--- src/rtl/qra_pkg.sv ---
// ----------------------------------------------------------------------------
// qra_pkg
// Shared widths, register map, reset values and control types of the
// quantized residual add / ReLU block.
// ----------------------------------------------------------------------------
package qra_pkg;

    localparam int ACC_W   = 32;
    localparam int MULT_W  = 31;
    localparam int SHIFT_W = 6;
    localparam int PROD_W  = 63;
    localparam int WIDE_W  = 64;
    localparam int OUT_W   = 8;
    localparam int ADDR_W  = 4;
    localparam int DATA_W  = 32;

    localparam logic [MULT_W-1:0]         MAIN_MULT_RST  = 31'd1219494715;
    localparam logic signed [SHIFT_W-1:0] MAIN_SHIFT_RST = -6'sd6;
    localparam logic [MULT_W-1:0]         SC_MULT_RST    = 31'd1193971754;
    localparam logic signed [SHIFT_W-1:0] SC_SHIFT_RST   = -6'sd5;

    localparam logic [OUT_W-1:0] OUT_MAX = 8'd255;

    // Register index = paddr[3:2]
    typedef enum logic [1:0] {
        REG_MAIN_MULT  = 2'd0,
        REG_MAIN_SHIFT = 2'd1,
        REG_SC_MULT    = 2'd2,
        REG_SC_SHIFT   = 2'd3
    } t_reg_idx;

    typedef struct packed {
        logic [MULT_W-1:0]         main_mult;
        logic signed [SHIFT_W-1:0] main_shift;
        logic [MULT_W-1:0]         sc_mult;
        logic signed [SHIFT_W-1:0] sc_shift;
    } t_cfg;

    // Per-stage load strobes of the rescale datapath
    typedef struct packed {
        logic mul;
        logic lsh;
        logic rnd;
        logic rsh;
    } t_stage_en;

endpackage

--- src/rtl/qra_cfg.sv ---
// ----------------------------------------------------------------------------
// qra_cfg
// APB register file holding the two multipliers and shifts.
// ----------------------------------------------------------------------------
module qra_cfg (
    input  logic                        i_clk,
    input  logic                        i_rst_n,
    input  logic                        psel,
    input  logic                        penable,
    input  logic                        pwrite,
    input  logic [qra_pkg::ADDR_W-1:0]  paddr,
    input  logic [qra_pkg::DATA_W-1:0]  pwdata,
    output logic [qra_pkg::DATA_W-1:0]  prdata,
    output logic                        pready,
    output qra_pkg::t_cfg               o_cfg
);
    import qra_pkg::*;

    t_cfg     r_cfg;
    t_cfg     n_cfg;
    t_reg_idx w_idx;
    logic     w_wr;

    assign w_idx  = t_reg_idx'(paddr[3:2]);
    assign w_wr   = psel & penable & pwrite;
    assign pready = 1'b1;
    assign o_cfg  = r_cfg;

    always_comb begin
        n_cfg = r_cfg;
        if (w_wr) begin
            unique case (w_idx)
                REG_MAIN_MULT:  n_cfg.main_mult  = pwdata[MULT_W-1:0];
                REG_MAIN_SHIFT: n_cfg.main_shift = $signed(pwdata[SHIFT_W-1:0]);
                REG_SC_MULT:    n_cfg.sc_mult    = pwdata[MULT_W-1:0];
                REG_SC_SHIFT:   n_cfg.sc_shift   = $signed(pwdata[SHIFT_W-1:0]);
                default:        n_cfg = r_cfg;
            endcase
        end
    end

    always_ff @(posedge i_clk) begin
        if (!i_rst_n) begin
            r_cfg.main_mult  <= MAIN_MULT_RST;
            r_cfg.main_shift <= MAIN_SHIFT_RST;
            r_cfg.sc_mult    <= SC_MULT_RST;
            r_cfg.sc_shift   <= SC_SHIFT_RST;
        end else begin
            r_cfg <= n_cfg;
        end
    end

    always_comb begin
        unique case (w_idx)
            REG_MAIN_MULT:  prdata = {1'b0, r_cfg.main_mult};
            REG_MAIN_SHIFT: prdata = {{(DATA_W-SHIFT_W){r_cfg.main_shift[SHIFT_W-1]}},
                                      r_cfg.main_shift};
            REG_SC_MULT:    prdata = {1'b0, r_cfg.sc_mult};
            REG_SC_SHIFT:   prdata = {{(DATA_W-SHIFT_W){r_cfg.sc_shift[SHIFT_W-1]}},
                                      r_cfg.sc_shift};
            default:        prdata = '0;
        endcase
    end

endmodule

--- config.mk ---
export PLATFORM = sky130hd
export DESIGN_NAME = qra_cfg
export DESIGN_NICKNAME = d
export VERILOG_FILES = /design/src/rtl/qra_pkg.sv /design/src/rtl/qra_cfg.sv
export SDC_FILE = /design/constraint.sdc
export NUM_CORES = 1
export LEC_CHECK = 0
export BUFFER_PORTS_ARGS = -buffer_cell sky130_fd_sc_hd__buf_2
export CORE_UTILIZATION = 40
export CTS_BUF_LIST = sky130_fd_sc_hd__clkbuf_16
export DETAILED_ROUTE_END_ITERATION = 8
export GPL_TIMING_DRIVEN = 0
export PLACE_DENSITY = 0.72
export SETUP_SLACK_MARGIN = 0.4
export SYNTH_ARGS = -nofsm -noshare
export SYNTH_HDL_FRONTEND = slang
export SYNTH_SLANG_ARGS = --single-unit
--- constraint.sdc ---
create_clock -name i_clk -period 2.5 [get_ports i_clk]
set_input_delay 0.5 -clock i_clk [delete_from_list [all_inputs] [get_ports i_clk]]
set_output_delay 0.5 -clock i_clk [all_outputs]
set_load 0.01 [all_outputs]
==> impl_summary.log <==
INFO  metric result_of_the_run = complete, but fails checks
INFO  metric failing_checks = design-rule violations
INFO  metric synth_fp_nets = between 400 and 500
INFO  metric most_common_cell_after_layout_fill_and_taps_aside = sky130_fd_sc_hd__buf_2
INFO  metric dpl.cell_count = between 600 and 700
INFO  metric layout_min_cycle_time = approximately 2100 ps
INFO  metric firstDrtPassIters = 7
INFO  metric post_synth_num_cell_types = 24
INFO  metric leakagePower = 2.419 nW
INFO  metric finalCoreUtilization = 56.88%
INFO  metric drc = 16
INFO  metric detailed_router_s_first_iteration_violation_count = approximately 210
INFO  metric routed_wirelength_normalized_by_instance_count = approximately 18 microns
INFO  metric largest_register_ffs = 74
INFO  metric ys_warn_count = 0
INFO  metric die_y = just under 100 microns
INFO  metric fill_cells = about 810
INFO  metric globalRouteOverflowTotal = 0
INFO  metric ioPinCount = about 150
INFO  metric required_time_of_the_critical_path = about 2000 ps
INFO  metric rsz0062_at_grt = true
INFO  metric timing.final.setup_violations = 0
INFO  metric antenna-diode-count = 0
INFO  metric ir_drop = around 0.37 mV
INFO  metric fin_worst_hold_slack = 424.4 ps
INFO  metric timing.clock.skew = 0 ps
INFO  metric synthDominantCellAreaShare = 40.31%
INFO  metric grt_max_degree = 13
INFO  metric fin_nets = 600
INFO  metric clk_pin_slew = approximately 60 ps
INFO  metric num_rows = 34
INFO  metric wirelength = between 10000 and 15000 microns
INFO  metric tightestPinTransition = about 610 ps
INFO  metric port-buffer-count = 140
INFO  metric avgSynthCellArea = between 9 and 10 sq um
INFO  metric yosysSeqAreaShare = between 40% and 50%
INFO  metric antenna_found_initial = 0
INFO  metric die_width = approximately 98 microns
INFO  metric worst-path-max-fanout = 5
INFO  metric gp_congestion = 0.7887
INFO  metric vias_per_cell = approximately 5.2
INFO  metric core_area = between 8000 and 9000 sq um
INFO  metric number_of_antenna_violating_nets_in_the_routed_design = 0
INFO  metric timing_worst_setup_path_type = in2out
INFO  metric cell_type_with_the_highest_aggregate_area_in_the_netlist = sky130_fd_sc_hd__dfxtp_1
INFO  metric fp.dieArea = roughly 9600 sq um
INFO  metric worstSetupStartpointType = input port
INFO  metric netlist_top_cells_area = sky130_fd_sc_hd__dfxtp_1 40%, sky130_fd_sc_hd__mux2i_1 15%, sky130_fd_sc_hd__nand2_1 6.8%, sky130_fd_sc_hd__o22a_1 6.2%, sky130_fd_sc_hd__inv_1 3.9%
INFO  metric cts_tree = done
INFO  metric worstPathArrival = between 1500 and 2000 ps
INFO  metric timing.final.hold_violations = 0
INFO  metric insertion_delay = about 330 ps
INFO  metric achievable-frequency = a little under 0.5 GHz
INFO  metric synth.cell_area = approximately 3700 sq um
INFO  metric drive_above_1_share = a little under two fifths
INFO  metric floorplan.initialDensity = a little over two fifths
INFO  metric fin_cells = approximately 670
INFO  metric tritoncts.num_buffers = 9
INFO  metric postSynthRegisterBits = 74
INFO  metric fin_crit_sh = between 80% and 90%
INFO  metric critical_path.endpoint_type = output port
INFO  metric clock_tree_root_buffer_cell = sky130_fd_sc_hd__clkbuf_16
INFO  metric slew-limit-headroom = between 50% and 60%
INFO  metric syn-instance-count = 400
INFO  metric grt_first_pass_wirelength = 18020 microns
INFO  metric drv_cap = 0
INFO  metric detailroute.via_count = approximately 3500
INFO  metric mostFrequentLayoutCells = 146 x sky130_fd_sc_hd__buf_2, 74 x sky130_fd_sc_hd__dfxtp_1, 67 x sky130_fd_sc_hd__nand2_1, 55 x sky130_fd_sc_hd__mux2i_1, 38 x sky130_fd_sc_hd__inv_1
INFO  metric numClockSinks = 74
INFO  metric maximum_buffer_depth_of_the_clock_tree = 2
INFO  metric hpwl = roughly 8300 microns
INFO  metric power_density_over_the_cells = ~590 nW/um^2
INFO  metric drv_slew = 0
INFO  metric track_usage = 24.48%
INFO  metric timing.setup.tns = 0 ps
INFO  metric h_tree_levels = 3
INFO  metric holdCritPathClass = in2reg
INFO  metric layout_stage_area_growth_over_the_synthesis_result = 36.30%
INFO  metric holdBufCountCts = 0
INFO  metric first_global_vias = about 3300
==> layout make-up <==
type	instances	area, sq um	share of cell area, %
buffer	39	304.0	6.070
clock buffer	9	225.2	4.497
clock inverter	7	83.83	1.674
inverter	38	142.6	2.848
multi-input combinational	249	1828	36.50
sequential	74	1481	29.58
tap	108	135.1	2.698
timing repair buffer	148	808.3	16.14
==> repair_timing <==
action                                  in CTS  in global routing
setup buffers                                1                  5
gates resized for setup                     17                 14
pin swaps                                    0                  3
endpoints found under the setup margin      31                 26
hold endpoints to repair                     0                  0
cloned                                       0                  2
==> cells in the mapped netlist <==
| master | count |
|---|---|
| sky130_fd_sc_hd__o211ai_2 | 10 |
| sky130_fd_sc_hd__nand2b_4 | 1 |
| sky130_fd_sc_hd__dfxtp_1 | 74 |
| sky130_fd_sc_hd__o22a_1 | 26 |
| sky130_fd_sc_hd__nor3b_1 | 1 |
| sky130_fd_sc_hd__buf_2 | 10 |
| sky130_fd_sc_hd__mux4_2 | 5 |
| sky130_fd_sc_hd__clkbuf_1 | 19 |
| sky130_fd_sc_hd__nor2_8 | 1 |
| sky130_fd_sc_hd__or2_1 | 1 |
| sky130_fd_sc_hd__o211ai_1 | 10 |
| sky130_fd_sc_hd__mux2i_1 | 55 |
| sky130_fd_sc_hd__nand2_1 | 67 |
| sky130_fd_sc_hd__conb_1 | 1 |
| sky130_fd_sc_hd__buf_4 | 3 |
| sky130_fd_sc_hd__a21oi_1 | 26 |
| sky130_fd_sc_hd__o21ai_1 | 12 |
| sky130_fd_sc_hd__nand3_2 | 2 |
| sky130_fd_sc_hd__inv_1 | 38 |
| sky130_fd_sc_hd__nor2b_1 | 20 |
| sky130_fd_sc_hd__and3_1 | 1 |
| sky130_fd_sc_hd__nand3b_2 | 2 |
| sky130_fd_sc_hd__nand4b_1 | 8 |
| sky130_fd_sc_hd__buf_6 | 7 |
==> routing by layer <==
layer	GRT usage, %	vias to the layer above	share of wire [%]
met5	0	-	0
met2	40.25	145	49
met4	10.37	0	2.4
met1	31.03	1652	43
met3	5.225	24	6.0
li1	-	1688	-
==> power by group <==
part           internal [mW]  switching (mW)  total (mW)
Clock                  0.861           0.493        1.35
Sequential              1.20          0.0140        1.21
Combinational          0.181           0.222       0.402
==> worst paths after layout <==
path	startpoint	to	slack, ps	cells past startpoint
setup reg to reg	o_cfg[0]	o_cfg[0]	1790	2
hold reg to reg	o_cfg[59]	o_cfg[59]	480	2
hold / removal	pwdata[9]	o_cfg[15]	420	3
setup / recovery	paddr[2]	prdata[8]	420	7
==> logic make-up after synthesis <==
| family | synth area share (%) |
|---|---|
| compound gates | 16.82 |
| buf+inv | 9.942 |
| flops | 40.31 |
| mux | 18.05 |
| other cells | 0.1020 |
| simple gates | 14.78 |
==> worst max-delay path: stages <==
cell,delay [ps]
sky130_fd_sc_hd__buf_12,110
sky130_fd_sc_hd__or2_1,230
sky130_fd_sc_hd__buf_6,130
sky130_fd_sc_hd__buf_8,140
sky130_fd_sc_hd__buf_12,130
sky130_fd_sc_hd__o22a_1,210
sky130_fd_sc_hd__buf_2,140
==> per-stage QoR <==
stage | area (sq um) | setup WS, ps | power, mW
after global placement | 4511 | 203.9 | 1.597
after detailed placement | 4511 | 192.5 | 1.602
after global routing | 5009 | 363.5 | 3.061
after floorplan | 3675 | 481.2 | 1.456
final | 5009 | 422.5 | 2.968
after CTS | 4868 | 403.1 | 2.948
Note: power is estimated with default switching activity, not from simulation.
